===== config.mk =====
export PLATFORM = sky130hd
export DESIGN_NAME = acia_serial_channel_unit_flat
export DESIGN_NICKNAME = d
export VERILOG_FILES = /design/src/design/asc_pkg.sv /design/src/design/asc_if.sv /design/src/design/acia_serial_channel_unit.sv /design/src/design/asc_cfg_regs.sv /design/src/design/asc_channel_core.sv /design/src/flat_wrapper.sv
export SDC_FILE = /design/constraint.sdc
export NUM_CORES = 1
export LEC_CHECK = 0
export ABC_AREA = 1
export BUFFER_PORTS_ARGS = -buffer_cell sky130_fd_sc_hd__buf_4
export CAP_MARGIN = 20
export CELL_PAD_IN_SITES_DETAIL_PLACEMENT = 0
export CELL_PAD_IN_SITES_GLOBAL_PLACEMENT = 1
export CORE_ASPECT_RATIO = 0.5
export CORE_MARGIN = 8
export CORE_UTILIZATION = 41
export CTS_CLUSTER_SIZE = 10
export DETAILED_ROUTE_END_ITERATION = 8
export PLACE_DENSITY_LB_ADDON = 0.05
export SLEW_MARGIN = 20
export SYNTH_ARGS = -nofsm -noshare
export SYNTH_HDL_FRONTEND = slang
export SYNTH_HIERARCHICAL = 1
export SYNTH_SLANG_ARGS = --single-unit

===== constraint.sdc =====
create_clock -name clk -period 3.16 [get_ports clk]
set_input_delay 0.158 -clock clk [delete_from_list [all_inputs] [get_ports clk]]
set_output_delay 0.158 -clock clk [all_outputs]
set_load 0.05 [all_outputs]

===== src/design/asc_pkg.sv =====
// Shared types, codes and character mapping functions for the serial channel.
package asc_pkg;

  // Item kinds carried on the input channel
  typedef enum logic [2:0] {
    MODE_LINE_IN  = 3'd0,
    MODE_RD_STAT  = 3'd1,
    MODE_RD_DATA  = 3'd2,
    MODE_WR_CTRL  = 3'd3,
    MODE_WR_DATA  = 3'd4,
    MODE_TX_TICK  = 3'd5
  } asc_mode_t;

  // Configuration register indexes
  typedef enum logic [1:0] {
    CFG_TIMED_MODE   = 2'd0,
    CFG_UPCASE_INPUT = 2'd1,
    CFG_BACKSPACE    = 2'd2,
    CFG_SEVEN_BIT    = 2'd3
  } asc_cfg_idx_t;

  // Backspace mapping modes
  localparam logic [1:0] BS_NONE       = 2'd0;
  localparam logic [1:0] BS_UNDERSCORE = 2'd1;
  localparam logic [1:0] BS_RUBOUT     = 2'd2;

  localparam int unsigned CfgIdxW  = 2;
  localparam int unsigned CfgDataW = 2;

  // Control word fields
  localparam logic [7:0] CTRL_RX_IE     = 8'h80;
  localparam logic [7:0] CTRL_TX_MASK   = 8'h60;
  localparam logic [7:0] CTRL_TX_IE     = 8'h20;
  localparam logic [7:0] CTRL_MRST_MASK = 8'h03;

  // Characters
  localparam logic [7:0] CH_BACKSPACE  = 8'h08;
  localparam logic [7:0] CH_RUBOUT     = 8'h7F;
  localparam logic [7:0] CH_UNDERSCORE = 8'h5F;
  localparam logic [7:0] CH_LOWER_LO   = 8'd96;
  localparam logic [7:0] CH_LOWER_HI   = 8'd123;
  localparam logic [7:0] CH_CASE_DIFF  = 8'h20;
  localparam logic [7:0] CH_7BIT_MASK  = 8'h7F;

  typedef struct packed {
    logic       timed_mode;
    logic       upcase_input;
    logic [1:0] backspace_mode;
    logic       seven_bit_output;
  } asc_cfg_t;

  typedef struct packed {
    logic [2:0] mode;
    logic [7:0] data_in;
    logic       tx_ready;
  } asc_item_t;

  typedef struct packed {
    logic [7:0] read_data;
    logic       irq;
    logic       tx_valid;
    logic [7:0] tx_byte;
  } asc_result_t;

  typedef struct packed {
    logic       rx_int_enable;
    logic       tx_int_enable;
    logic       rx_full;
    logic       tx_empty;
    logic       overrun_flag;
    logic       overrun_pending;
    logic [7:0] held_byte;
  } asc_state_t;

  localparam asc_state_t STATE_RESET = '{
    rx_int_enable:   1'b0,
    tx_int_enable:   1'b0,
    rx_full:         1'b0,
    tx_empty:        1'b1,
    overrun_flag:    1'b0,
    overrun_pending: 1'b0,
    held_byte:       8'h00
  };

  // Received byte as seen by a data read
  function automatic logic [7:0] asc_map_in(input logic [7:0] d, input logic upcase,
                                            input logic [1:0] bs_mode);
    logic [7:0] r;
    r = d;
    if (upcase && (r > CH_LOWER_LO) && (r < CH_LOWER_HI)) begin
      r = r - CH_CASE_DIFF;
    end
    if (bs_mode == BS_UNDERSCORE) begin
      if ((r == CH_BACKSPACE) || (r == CH_RUBOUT)) begin
        r = CH_UNDERSCORE;
      end
    end else if (bs_mode == BS_RUBOUT) begin
      if (r == CH_BACKSPACE) begin
        r = CH_RUBOUT;
      end
    end
    return r;
  endfunction

  // Byte as sent to the line by a data write
  function automatic logic [7:0] asc_map_out(input logic [7:0] d, input logic seven_bit,
                                             input logic [1:0] bs_mode);
    logic [7:0] r;
    r = d;
    if (seven_bit) begin
      r = r & CH_7BIT_MASK;
    end
    if ((bs_mode == BS_UNDERSCORE) && (r == CH_UNDERSCORE)) begin
      r = CH_RUBOUT;
    end
    return r;
  endfunction

endpackage


===== src/design/asc_if.sv =====
// Valid/ready channel interfaces for input items and results.
interface asc_in_if;
  logic       valid;
  logic       ready;
  logic [2:0] mode;
  logic [7:0] data_in;
  logic       tx_ready;

  modport source (output valid, output mode, output data_in, output tx_ready, input ready);
  modport sink (input valid, input mode, input data_in, input tx_ready, output ready);
  modport monitor (input valid, input ready, input mode, input data_in, input tx_ready);
endinterface

interface asc_out_if;
  logic       valid;
  logic       ready;
  logic [7:0] read_data;
  logic       irq;
  logic       tx_valid;
  logic [7:0] tx_byte;

  modport source (output valid, output read_data, output irq, output tx_valid,
                  output tx_byte, input ready);
  modport sink (input valid, input read_data, input irq, input tx_valid,
                input tx_byte, output ready);
  modport monitor (input valid, input ready, input read_data, input irq,
                   input tx_valid, input tx_byte);
endinterface


===== src/design/acia_serial_channel_unit.sv =====
// Each item is captured in the input register and its result in the result register before it is offered.
// Throughput: one item per cycle; the input stalls only while both the input register and
// the result register are occupied and the waiting result is not being taken.
// Reset: synchronous, active low; clears the channel flags (transmit-empty set),
// the held byte, the configuration registers and both pipeline valids.
// Top level: one 6850-style serial channel with character mapping.
module acia_serial_channel_unit
  import asc_pkg::*;
(
  input  logic                clk,
  input  logic                rst_n,
  asc_in_if.sink              in_chan,
  asc_out_if.source           out_chan,
  input  logic                cfg_we,
  input  logic [CfgIdxW-1:0]  cfg_index,
  input  logic [CfgDataW-1:0] cfg_wdata
);

  asc_cfg_t    cfg;
  asc_item_t   s1_item_r;
  logic        s1_valid_r;
  asc_result_t res_r;
  logic        out_valid_r;
  asc_result_t core_res;
  logic        adv;
  logic        in_fire;

  // result stage free or being drained this cycle
  assign adv     = !out_valid_r || out_chan.ready;
  assign in_chan.ready = adv || !s1_valid_r;
  assign in_fire = in_chan.valid && in_chan.ready;

  always_ff @(posedge clk) begin
    if (!rst_n) begin
      s1_valid_r <= 1'b0;
    end else if (in_chan.ready) begin
      s1_valid_r <= in_chan.valid;
    end
  end

  always_ff @(posedge clk) begin
    if (in_fire) begin
      s1_item_r <= '{mode: in_chan.mode, data_in: in_chan.data_in,
                     tx_ready: in_chan.tx_ready};
    end
  end

  asc_cfg_regs u_cfg (
    .clk       (clk),
    .rst_n     (rst_n),
    .cfg_we    (cfg_we),
    .cfg_index (cfg_index),
    .cfg_wdata (cfg_wdata),
    .cfg       (cfg)
  );

  asc_channel_core u_core (
    .clk     (clk),
    .rst_n   (rst_n),
    .item_en (s1_valid_r && adv),
    .item    (s1_item_r),
    .cfg     (cfg),
    .result  (core_res)
  );

  always_ff @(posedge clk) begin
    if (!rst_n) begin
      out_valid_r <= 1'b0;
    end else if (adv) begin
      out_valid_r <= s1_valid_r;
    end
  end

  always_ff @(posedge clk) begin
    if (adv && s1_valid_r) begin
      res_r <= core_res;
    end
  end

  assign out_chan.valid     = out_valid_r;
  assign out_chan.read_data = res_r.read_data;
  assign out_chan.irq       = res_r.irq;
  assign out_chan.tx_valid  = res_r.tx_valid;
  assign out_chan.tx_byte   = res_r.tx_byte;

endmodule


===== src/design/asc_cfg_regs.sv =====
// Configuration registers with a plain write port.
module asc_cfg_regs
  import asc_pkg::*;
(
  input  logic                clk,
  input  logic                rst_n,
  input  logic                cfg_we,
  input  logic [CfgIdxW-1:0]  cfg_index,
  input  logic [CfgDataW-1:0] cfg_wdata,
  output asc_cfg_t            cfg
);

  asc_cfg_t cfg_r;

  always_ff @(posedge clk) begin
    if (!rst_n) begin
      cfg_r <= '0;
    end else if (cfg_we) begin
      unique case (asc_cfg_idx_t'(cfg_index))
        CFG_TIMED_MODE:   cfg_r.timed_mode       <= cfg_wdata[0];
        CFG_UPCASE_INPUT: cfg_r.upcase_input     <= cfg_wdata[0];
        CFG_BACKSPACE:    cfg_r.backspace_mode   <= cfg_wdata;
        CFG_SEVEN_BIT:    cfg_r.seven_bit_output <= cfg_wdata[0];
        default:          cfg_r                  <= cfg_r;
      endcase
    end
  end

  assign cfg = cfg_r;

endmodule


===== src/design/asc_channel_core.sv =====
// Channel state and the per-item update and result logic.
module asc_channel_core
  import asc_pkg::*;
(
  input  logic        clk,
  input  logic        rst_n,
  input  logic        item_en,
  input  asc_item_t   item,
  input  asc_cfg_t    cfg,
  output asc_result_t result
);

  asc_state_t st_r, st_nxt;
  logic       paced;
  logic       te_bit;

  assign paced  = st_r.tx_int_enable | cfg.timed_mode;
  assign te_bit = paced ? st_r.tx_empty : item.tx_ready;

  always_comb begin
    st_nxt = st_r;
    result = '0;
    unique case (item.mode)
      MODE_LINE_IN: begin
        if (st_r.rx_full) begin
          st_nxt.overrun_pending = 1'b1;
        end else begin
          st_nxt.held_byte = item.data_in;
          st_nxt.rx_full   = 1'b1;
        end
      end
      MODE_RD_STAT: begin
        result.read_data = {(st_r.rx_int_enable & st_r.rx_full) |
                              (st_r.tx_int_enable & st_r.tx_empty),
                            1'b0, st_r.overrun_flag, 3'b000, te_bit, st_r.rx_full};
      end
      MODE_RD_DATA: begin
        if (st_r.rx_full) begin
          // pending overrun surfaces only once the good byte is read
          st_nxt.rx_full         = 1'b0;
          st_nxt.overrun_flag    = st_r.overrun_pending;
          st_nxt.overrun_pending = 1'b0;
          result.read_data = asc_map_in(st_r.held_byte, cfg.upcase_input,
                                        cfg.backspace_mode);
        end
      end
      MODE_WR_CTRL: begin
        if ((item.data_in & CTRL_MRST_MASK) == CTRL_MRST_MASK) begin
          st_nxt.rx_int_enable   = 1'b0;
          st_nxt.tx_int_enable   = 1'b0;
          st_nxt.rx_full         = 1'b0;
          st_nxt.tx_empty        = 1'b1;
          st_nxt.overrun_flag    = 1'b0;
          st_nxt.overrun_pending = 1'b0;
        end else begin
          st_nxt.rx_int_enable = |(item.data_in & CTRL_RX_IE);
          st_nxt.tx_int_enable = (item.data_in & CTRL_TX_MASK) == CTRL_TX_IE;
        end
      end
      MODE_WR_DATA: begin
        result.tx_valid = 1'b1;
        result.tx_byte  = asc_map_out(item.data_in, cfg.seven_bit_output,
                                      cfg.backspace_mode);
        if (paced) begin
          st_nxt.tx_empty = 1'b0;
        end
      end
      MODE_TX_TICK: begin
        if (paced) begin
          st_nxt.tx_empty = 1'b1;
        end
      end
      default: begin
      end
    endcase
    result.irq = (st_nxt.rx_int_enable & st_nxt.rx_full) |
                 (st_nxt.tx_int_enable & st_nxt.tx_empty);
  end

  always_ff @(posedge clk) begin
    if (!rst_n) begin
      st_r <= STATE_RESET;
    end else if (item_en) begin
      st_r <= st_nxt;
    end
  end

endmodule


===== src/flat_wrapper.sv =====
// flat-port wrapper written by rule: the top's interface ports become plain ports
module acia_serial_channel_unit_flat import asc_pkg::*;
  (clk, rst_n, cfg_we, cfg_index, cfg_wdata, in_chan_valid, in_chan_mode, in_chan_data_in, in_chan_tx_ready, in_chan_ready, out_chan_valid, out_chan_read_data, out_chan_irq, out_chan_tx_valid, out_chan_tx_byte, out_chan_ready);
  asc_in_if in_chan_i ();
  asc_out_if out_chan_i ();
  input  logic clk;
  input  logic rst_n;
  input  logic cfg_we;
  input  logic [CfgIdxW-1:0] cfg_index;
  input  logic [CfgDataW-1:0] cfg_wdata;
  input wire logic [$bits(in_chan_i.valid)-1:0] in_chan_valid;
  input wire logic [$bits(in_chan_i.mode)-1:0] in_chan_mode;
  input wire logic [$bits(in_chan_i.data_in)-1:0] in_chan_data_in;
  input wire logic [$bits(in_chan_i.tx_ready)-1:0] in_chan_tx_ready;
  output wire logic [$bits(in_chan_i.ready)-1:0] in_chan_ready;
  output wire logic [$bits(out_chan_i.valid)-1:0] out_chan_valid;
  output wire logic [$bits(out_chan_i.read_data)-1:0] out_chan_read_data;
  output wire logic [$bits(out_chan_i.irq)-1:0] out_chan_irq;
  output wire logic [$bits(out_chan_i.tx_valid)-1:0] out_chan_tx_valid;
  output wire logic [$bits(out_chan_i.tx_byte)-1:0] out_chan_tx_byte;
  input wire logic [$bits(out_chan_i.ready)-1:0] out_chan_ready;
  assign in_chan_i.valid = in_chan_valid;
  assign in_chan_i.mode = in_chan_mode;
  assign in_chan_i.data_in = in_chan_data_in;
  assign in_chan_i.tx_ready = in_chan_tx_ready;
  assign in_chan_ready = in_chan_i.ready;
  assign out_chan_valid = out_chan_i.valid;
  assign out_chan_read_data = out_chan_i.read_data;
  assign out_chan_irq = out_chan_i.irq;
  assign out_chan_tx_valid = out_chan_i.tx_valid;
  assign out_chan_tx_byte = out_chan_i.tx_byte;
  assign out_chan_i.ready = out_chan_ready;
  acia_serial_channel_unit u_core (.clk(clk), .rst_n(rst_n), .in_chan(in_chan_i), .out_chan(out_chan_i), .cfg_we(cfg_we), .cfg_index(cfg_index), .cfg_wdata(cfg_wdata));
endmodule

==> metrics.cfg, run 1 <==
[critical_path]
critPathTopFamily = simple AND/OR/NAND/NOR gates
slowest_delay_ps = 460
crit_type = register to register
crit_path_top_delay_cell = edfxtp_1
worst_ep_required_time_ps = 3330
crit_chain = nor2_1, nand2_1, nor2_1, nand2_1, o21ai_0, a21oi_1
reg2reg_depth = 6
path_max_fanout = 16
end_kind = register
arrival_ps = 1850
critical_path_depth = 6
path_buf_inv = 0
crit_path_start_kind = register

[power]
p_leak_nw = 1.275
powerDensity_nw_per_um2 = 490.9
irDropWorstVdd_uv = 214.0

[timing]
tns_ps = 0
maxSlewViolCount = 0
maxSlewHeadroom_pct = 65.69
setup_violations = 0
period_share_pct = 53.27
period_minus_slack_ps = 1683
hold_violations = 0
tightest_slew_ps = 510.7
clock.fmax_mhz = 594.1
finClkSkew_ps = 6.780
rsz0062_at_grt = false
layout_setup_ws_ps = 1477

[placement]
place.gp.congestion = 0.8202
place_hpwl_um = 4004
dp_slack_ps = 1494
placed_cells = 371
portBuffers = 40

[floorplan]
die_area_sq_um = 8329
core_area_sq_um = 5420
fp.dieW_um = 121.3
initial_core_util_pct = 41.94
fp.dieH_um = 68.66
rows = 19
io_pins = 41

[grt]
track_usage_pct = 12.96
grt.overflow.total = 0
grt_max_degree = 22
grt_pass1_wl_um = 8321
antenna_found_initial = 0
grt_pass1_vias = 1786

[clock_tree]
clkLatencyLatePin_ps = 300
path_clk_slew_ps = 90
clockBufferDepth = 2
post-cts-setup-buffer-count = 0
cts_repair_resize_count = 0
cts_tree = done
cts_htree_levels = 2
numClockSinks = 51
holdBufCountCts = 0
cts-root-buf = clkbuf_8
cts_buffers = 5

[synth]
synth_area_sq_um = 2273
synth_area_per_cell_sq_um = 8.812
yosysSeqAreaShare_pct = 58.12
syn_nets = 280
synth-seq-cells = 51
synthCells = 258
netlist-cell-type-count = 28
yosys_warnings = 6

[layout]
drive_gt1_share_pct = 21.57
fin_cells = 379
diodes = 0
nFillCells = 540
layout.nets = 327
area_delta_synth_final_pct = 22.67

[hold_path]
holdPathStages = 1
hold_class = input pin to register

[routing]
drtPass1Iterations = 4
drt-wirelength-per-cell_um = 13.38
vias = 1826
dr_wl_met2_um = 2148
drt_wl_total_um = 5072
remaining_drc_errors = 0
post_drt_via_cell_ratio = 4.818
route.met3.wl_um = 333
drtIter0Drc = 137
routed.top_layer = met4
met1_length_um = 2572
antenna_left = 0

[run_status]
status = finished clean

[job]
max_cap_viol_count = 0

==> sequential cells by signal, indices dropped and copies added, names as in the netlist <==
name and cells:
u_core/out_chan.irq 1, u_core/out_chan.read_data 8, u_core/out_chan.tx_byte 8, u_core/out_chan.tx_valid 1, u_core/out_chan.valid 1, u_core/s1_item_r 12, u_core/s1_valid_r 1, u_core/u_cfg/cfg 5
u_core/u_core/st_r 14
==> cells in the final DEF (no fill, tap or decap), types with 2 or more instances in the layout <==
cell type,synthesis,layout
buf_4,0,41
a21oi_1,17,16
nand3_1,15,15
nand3_2,4,4
dfxtp_1,21,21
o21ai_0,13,13
inv_2,3,3
o21ai_1,3,3
inv_1,45,45
nor2_1,30,30
clkinv_1,2,2
nand2_2,4,4
o211ai_1,2,2
nor3_1,3,3
nand4_1,3,3
clkbuf_8,0,6
edfxtp_1,30,30
nand2_1,50,50
a21oi_2,2,3
==> layout make-up <==
cell class	count	area (sq um)	share of cell area, %
Clock buffer	6	82.58	2.961
Clock inverter	2	35.03	1.256
Inverter	50	187.7	6.729
Multi-Input combinational cell	156	763.2	27.37
Sequential cell	51	1321	47.38
Tap cell	73	91.34	3.275
Timing Repair Buffer	41	307.8	11.04
==> cell families (layout without fill, tap and decap cells) <==
family,after synthesis,in the layout,share of synthesized area (%)
AOI/OAI and AO/OA,42,42,10.40
adders and majority gates,1,1,0.5503
DFF,51,51,58.12
and+or+nand+nor,113,113,22.45
buffers and inverters,51,99,8.475
==> worst reg2reg max path: cells and delay by family, from the launching register on <==
kind            cells  cell delay, ps
compound gates      2             390
simple gates        4             710
flops               1             460
==> synthesized netlist by cell type <==
master | number | area share (%)
a21oi_1 | 17 | 3.7
a21oi_2 | 2 | 0.77
a22o_1 | 1 | 0.39
buf_2 | 1 | 0.22
clkinv_1 | 2 | 0.33
dfxtp_1 | 21 | 18
edfxtp_1 | 30 | 40
ha_1 | 1 | 0.55
inv_1 | 45 | 7.4
inv_2 | 3 | 0.50
nand2_1 | 50 | 8.3
nand2_2 | 4 | 1.1
nand3_1 | 15 | 3.3
nand3_2 | 4 | 1.8
nand4_1 | 3 | 0.83
nand4_2 | 1 | 0.55
nor2_1 | 30 | 5.0
nor2_2 | 1 | 0.28
nor2_4 | 1 | 0.50
nor3_1 | 3 | 0.66
nor4_1 | 1 | 0.28
o211ai_1 | 2 | 0.66
o21a_1 | 1 | 0.33
o21ai_0 | 13 | 2.9
o21ai_1 | 3 | 0.66
o221ai_1 | 1 | 0.39
o22ai_1 | 1 | 0.28
o31ai_1 | 1 | 0.33
==> power breakdown <==
group,total (mW),internal [mW],switching (mW),leakage [nW]
logic,0.156,0.0523,0.104,0.749
clock network,0.460,0.256,0.204,0.0612
registers,0.753,0.734,0.0186,0.465
total,1.37,1.04,0.326,1.27
==> per-stage QoR <==
stage                     total power, mW  util [%]  instance area [sq um]  hold WS [ps]
after global routing                1.435     51.45                   2789         9.084
after detailed placement           0.9249     49.28                   2671         337.5
final                               1.369     51.45                   2789         30.60
after global placement             0.9242     49.28                   2671         337.2
after floorplan                    0.8609         -                   2273         256.9
after CTS                           1.384     51.45                   2789         21.79
==> path summary, 6_finish.rpt <==
path / startpoint / end / slack (ps)
min reg2reg: u_core/u_core/st_r[9] / u_core/u_core/st_r[9] / 480
max: u_core/s1_item_r[11] / u_core/u_core/st_r[6] / 1480
min: in_chan_data_in[0] / u_core/s1_item_r[1] / 30
max reg2reg: u_core/s1_item_r[11] / u_core/u_core/st_r[6] / 1480
==> layer usage <==
layer / track usage, % / up-vias
met2: 19.92 / 40
met4: 3.196 / 0
li1: - / 934
met1: 17.62 / 850
met5: 0 / -
met3: 3.981 / 2
No activity file was read; power rests on OpenSTA's default activity.
==> run 2, diff against run 1 <==
CORE_UTILIZATION = 37   (was 41)
clock period = 1.5 ns   (was 3.16 ns; I/O delays follow)
==> run 2 against run 1 <==
The flow now finishes with violations (setup timing). First-iteration DRC count down 20%. Final cell count up 11%. Non-clock buffer count up 37. Sequential power up 110%. Global-route usage about the same. Sequential share of layout area down 6.6 points. Maximum frequency up 8.8%. Worst setup slack worse by 1500 ps. Die area up 8.8%. Clock power up 130%. Critical path type unchanged. Critical endpoint is now u_core/out_chan.read_data[5]. Highest routed layer unchanged.
==> metrics.cfg, run 2 (synthesized netlist as in run 1, its figures left out) <==
[run_status]
status = finished, violations left
violations = setup timing

[timing]
finClkSkew_ps = 3.277  ; -3.504 ps
tightest_slew_ps = 343.6  ; -167.1 ps
setup_violations = 6  ; +6
hold_violations = 0  ; unchanged
maxSlewHeadroom_pct = 77.01  ; +11 points
clock.fmax_mhz = 646.5  ; +8.8%
layout_setup_ws_ps = -46.68  ; -1523 ps
period_minus_slack_ps = 1547  ; -136.6 ps
maxSlewViolCount = 0  ; unchanged
period_share_pct = 103.1  ; +50 points
rsz0062_at_grt = true

[placement]
dpl_cell_area_sq_um = 2819  ; +5.5%
place.gp.congestion = 0.7746  ; -5.6%
portBuffers = 40  ; unchanged
placed_cells = 392  ; +5.7%
place_hpwl_um = 4273  ; +6.7%

[grt]
grt.overflow.total = 0  ; unchanged
grt_pass1_vias = 1880  ; +5.3%
grt_max_degree = 17  ; -23%
antenna_found_initial = 0  ; unchanged
grt_pass1_wl_um = 9163  ; +10%
track_usage_pct = 12.92  ; -0.041 points

[critical_path]
slowest_delay_ps = 360  ; -100 ps
crit_chain = inv_2, ha_4, inv_1, nand2_1, nand2_1, nand4_1, nand2_2, nand3_2, nand2_2, nand2_4, nand3_1, nand2_1
crit_path_top_delay_cell = dfxtp_2
crit_type = register to register
crit_path_start_kind = register
cp-startpoint = u_core/u_core/st_r[6]
arrival_ps = 1590  ; -260 ps
r2r-start = u_core/u_core/st_r[6]
critPathTopFamily = simple AND/OR/NAND/NOR gates
worst_ep_required_time_ps = 1550  ; -1780 ps
path_max_fanout = 6  ; -10
cpMostUsedCell = nand2_1
r2r_setup_slack_ps = -50  ; -1520 ps
path_buf_inv = 2  ; +2
end_kind = register

[hold_path]
hold_class = input pin to register
min_from = cfg_wdata[1]

[floorplan]
rows = 20  ; +1
die_area_sq_um = 9061  ; +8.8%
io_pins = 41  ; unchanged
initial_core_util_pct = 37.85  ; -4.1 points
fp.dieW_um = 126.9  ; +4.6%
fp.dieH_um = 71.43  ; +4.0%
core_area_sq_um = 6006  ; +11%

[clock_tree]
cts_tree = done
cts-root-buf = clkbuf_16
numClockSinks = 51  ; unchanged
clkLatencyLatePin_ps = 290  ; about the same
path_clk_slew_ps = 60  ; -30 ps
clockBufferDepth = 2  ; unchanged
cts_buffers = 5  ; unchanged
cts_htree_levels = 2  ; unchanged

[power]
powerDensity_nw_per_um2 = 944.7  ; +92%
intPower_mw = 2.330  ; +120%
power.total_mw = 3.088  ; +130%
irDropWorstVdd_uv = 516.9  ; +140%
power_frac_seq_pct = 51.5  ; -3.5 points
p_leak_nw = 1.525  ; +20%
netSwitchingPower_mw = 0.7589  ; +130%
p_clk_share_pct = 35.1  ; +1.5 points
switching_share_pct = 24.57  ; +0.73 points
combPwrFrac_pct = 13.5  ; +2.1 points

[layout]
fin_cells = 421  ; +11%
drive_gt1_share_pct = 34.88  ; +13 points
layout.nets = 365  ; +12%
largest_reg_flops = 14  ; unchanged
area_delta_synth_final_pct = 43.81
final_common_cell = buf_4
finalInstanceArea_sq_um = 3269  ; +17%
largest_register = u_core/u_core/st_r
largestRegisters = u_core/u_core/st_r: 14 flops, u_core/s1_item_r: 12 flops
layout_common_cells = buf_4 (65), nand2_1 (43), inv_1 (43)
diodes = 0  ; unchanged

[routing]
drt-wirelength-per-cell_um = 13.76  ; +2.9%
post_drt_via_cell_ratio = 4.629  ; -3.9%
drtPass1Iterations = 4  ; unchanged
remaining_drc_errors = 0  ; unchanged
vias = 1949  ; +6.7%
drtIter0Drc = 110  ; -20%
antenna_left = 0  ; unchanged
drt_wl_total_um = 5795  ; +14%

[job]
max_cap_viol_count = 0  ; unchanged

-- run 2: what timing repair did --
item                                   in CTS  in global routing
hold buffers                               12                  0
pin swaps                                   8                  5
setup buffers                               4                  4
cloned                                      0                  1
setup endpoints to repair                   6                 15
endpoints found under the hold margin      12                  0
resized for setup                          21                 19
-- run 2: worst min-delay path: cells and delay by family --
family	cells	cell delay [ps]
AND/OR/NAND/NOR	2	110
buffers and inverters	1	80
-- run 2: power groups by stage --
stage          combinational, mW  sequential, mW  clock, mW
3_3_place_gp               0.359            1.61          0
6_report                   0.416            1.59       1.08
2_1_floorplan              0.139            1.68          0
4_1_cts                    0.395            1.58       1.12
5_1_grt                    0.448            1.60       1.18
3_5_place_dp               0.360            1.61          0
-- run 2: path summary, 6_finish.rpt --
path                                  end  cells after the start
max          u_core/out_chan.read_data[5]                     12
max reg2reg  u_core/out_chan.read_data[5]                     12
min                   u_core/u_cfg/cfg[2]                      3
min reg2reg         u_core/u_core/st_r[9]                      2
-- run 2: cell type report --
| class | count | area, sq um |
|---|---|---|
| inverter | 50 | 187.7 |
| fill | 583 | 2736 |
| tap | 77 | 96.34 |
| multi-input combinational | 157 | 894.6 |
| clock buffer | 7 | 132.6 |
| sequential | 51 | 1334 |
| timing repair buffer | 78 | 619.3 |
| clock inverter | 1 | 5.005 |
-- run 2: per-layer routing --
metal | track usage [%] | wire [um] | vias up
met5 | 0 | 0 | -
met1 | 18.13 | 3016 | 877
met4 | 4.575 | 78 | 0
li1 | - | - | 1013
met3 | 4.071 | 303 | 10
met2 | 18.09 | 2397 | 49
-- run 2: stage by stage --
stage	hold WS (ps)	utilization [%]	setup TNS, ps	setup slack [ps]
final	17.85	54.44	-145.0	-46.68
after floorplan	173.9	-	-33.48	-33.48
after CTS	9.842	52.81	-22.72	-10.79
after detailed placement	254.6	46.94	-619.3	-122.7
after global routing	32.72	54.44	-941.8	-145.9
after global placement	254.1	46.94	-340.4	-63.84
==> run 3, diff against run 2 <==
SKIP_CTS_REPAIR_TIMING = 1   (was not set)
==> run 3 against run 2 <==
The flow still finishes with violations (setup timing). First-iteration DRC count down 13%. Final cell count down 0.71%. Sequential power about the same. Sequential share of layout area up 0.18 points. Clock skew up 1.1 ps. Critical path type unchanged. Largest power group unchanged. Cell area down 0.15%. Global-route usage down 0.45 points. Maximum frequency up 0.44%.
==> metrics.cfg, run 3 (synthesized netlist as in run 1, its figures left out) <==
[run_status]
status = finished, violations left
violations = setup timing

[grt]
grt.overflow.total = 0  ; unchanged
antenna_found_initial = 0  ; unchanged
grt_max_degree = 17  ; unchanged
grt_pass1_vias = 1794  ; -4.6%
track_usage_pct = 12.47  ; -0.45 points
grt_pass1_wl_um = 8811  ; -3.8%

[timing]
maxSlewViolCount = 0  ; unchanged
clock.fmax_mhz = 649.4  ; +0.44%
finClkSkew_ps = 4.360  ; +1.083 ps
tightest_slew_ps = 354.4  ; +10.74 ps
layout_setup_ws_ps = -39.86  ; +6.824 ps
rsz0062_at_grt = true
hold_violations = 0  ; unchanged
setup_violations = 5  ; -1
period_minus_slack_ps = 1540  ; -6.824 ps
period_share_pct = 102.7  ; -0.45 points
tns_ps = -95.70  ; +49.34 ps
maxSlewHeadroom_pct = 76.29  ; -0.72 points

[critical_path]
end_kind = register
critPathTopFamily = simple AND/OR/NAND/NOR gates
arrival_ps = 1590  ; about the same
slowest_delay_ps = 360  ; about the same
path_max_fanout = 6  ; unchanged
worst_ep_required_time_ps = 1550  ; about the same
crit_chain = inv_2, ha_4, inv_1, nand2_1, nand2_1, nand4_1, nand2_2, nand3_2, nand2_2, nand2_4, nand3_1, nand2_1
path_buf_inv = 2  ; unchanged
crit_path_start_kind = register
cpMostUsedCell = nand2_1
crit_type = register to register
crit_path_top_delay_cell = dfxtp_2

[clock_tree]
cts_tree = done
path_clk_slew_ps = 60  ; about the same
cts_htree_levels = 2  ; unchanged
clkLatencyLatePin_ps = 290  ; about the same
clockBufferDepth = 2  ; unchanged
cts_buffers = 5  ; unchanged
numClockSinks = 51  ; unchanged
cts-root-buf = clkbuf_16

[routing]
drtIter0Drc = 96  ; -13%
drt_wl_total_um = 5824  ; +0.50%
routed.top_layer = met4
antenna_left = 0  ; unchanged
drt-wirelength-per-cell_um = 13.93  ; +1.2%
remaining_drc_errors = 0  ; unchanged
route.met3.wl_um = 217  ; -28%
dr_wl_met2_um = 2471  ; +3.1%
drtPass1Iterations = 4  ; unchanged
vias = 1951  ; +0.10%
post_drt_via_cell_ratio = 4.667  ; +0.82%
met1_length_um = 3064  ; +1.6%

[placement]
dp_slack_ps = -122.7  ; unchanged
place.gp.congestion = 0.7746  ; unchanged
placed_cells = 392  ; unchanged
portBuffers = 40  ; unchanged
place_hpwl_um = 4273  ; unchanged

[floorplan]
fp.dieH_um = 71.43  ; unchanged
core_area_sq_um = 6006  ; unchanged
fp.dieW_um = 126.9  ; unchanged
rows = 20  ; unchanged
io_pins = 41  ; unchanged
initial_core_util_pct = 37.85  ; unchanged
die_area_sq_um = 9061  ; unchanged

[layout]
nFillCells = 585  ; +0.34%
fin_cells = 418  ; -0.71%
drive_gt1_share_pct = 34.90  ; about the same
area_delta_synth_final_pct = 43.59
largest_register = u_core/u_core/st_r
final_common_cell = buf_4
layout.nets = 362  ; -0.82%
layout_common_cells = buf_4 (62), nand2_1 (43), inv_1 (43)
diodes = 0  ; unchanged
largest_reg_flops = 14  ; unchanged
largestRegisters = u_core/u_core/st_r: 14 flops, u_core/s1_item_r: 12 flops

[power]
p_leak_nw = 1.502  ; -1.5%
irDropWorstVdd_uv = 517.2  ; about the same
powerDensity_nw_per_um2 = 946.9  ; +0.24%

[job]
max_cap_viol_count = 0  ; unchanged

[hold_path]
hold_class = input pin to register

## run 3: worst min-delay path: stages
cell and delay, ps:
buf_4 80, nor2_1 30, nor2_1 80
## run 3: stage by stage
step           power [mW]  hold WS (ps)  instance area (sq um)  util [%]
6_report            3.091         17.55                   3264     54.35
5_1_grt             3.224         32.72                   3264     54.35
4_1_cts             3.067        -49.33                   2957     49.23
3_5_place_dp        1.974         254.6                   2819     46.94
3_3_place_gp        1.971         254.1                   2819     46.94
2_1_floorplan       1.817         173.9                   2292         -
## run 3: layer usage
metal  global-route usage (%)  vias to the layer above
met5                        0                        -
met4                    4.314                        0
met3                    4.145                        8
met2                    16.92                       34
met1                    17.81                      899
li1                         -                     1010
## run 3: path summary, 6_finish.rpt
check | endpoint | slack, ps | cells after the start | start
worst max register to register | u_core/out_chan.read_data[5] | -40 | 12 | u_core/u_core/st_r[5]
worst max-delay path | u_core/out_chan.read_data[5] | -40 | 12 | u_core/u_core/st_r[5]
worst min register to register | u_core/u_core/st_r[9] | 500 | 2 | u_core/u_core/st_r[9]
worst min-delay path | u_core/u_cfg/cfg[2] | 20 | 3 | cfg_wdata[1]
## run 3: layout make-up
class	instances	area, sq um	area share [%]
Sequential cell	51	1338	40.97
Multi-Input combinational cell	157	905.9	27.75
Timing Repair Buffer	75	596.8	18.28
Inverter	50	190.2	5.826
Clock buffer	7	132.6	4.063
Tap cell	77	96.34	2.951
Clock inverter	1	5.005	0.1533
## run 3: power by group
group	switching [mW]	internal, mW
registers	0.0418	1.55
logic	0.252	0.162
clock network	0.472	0.617
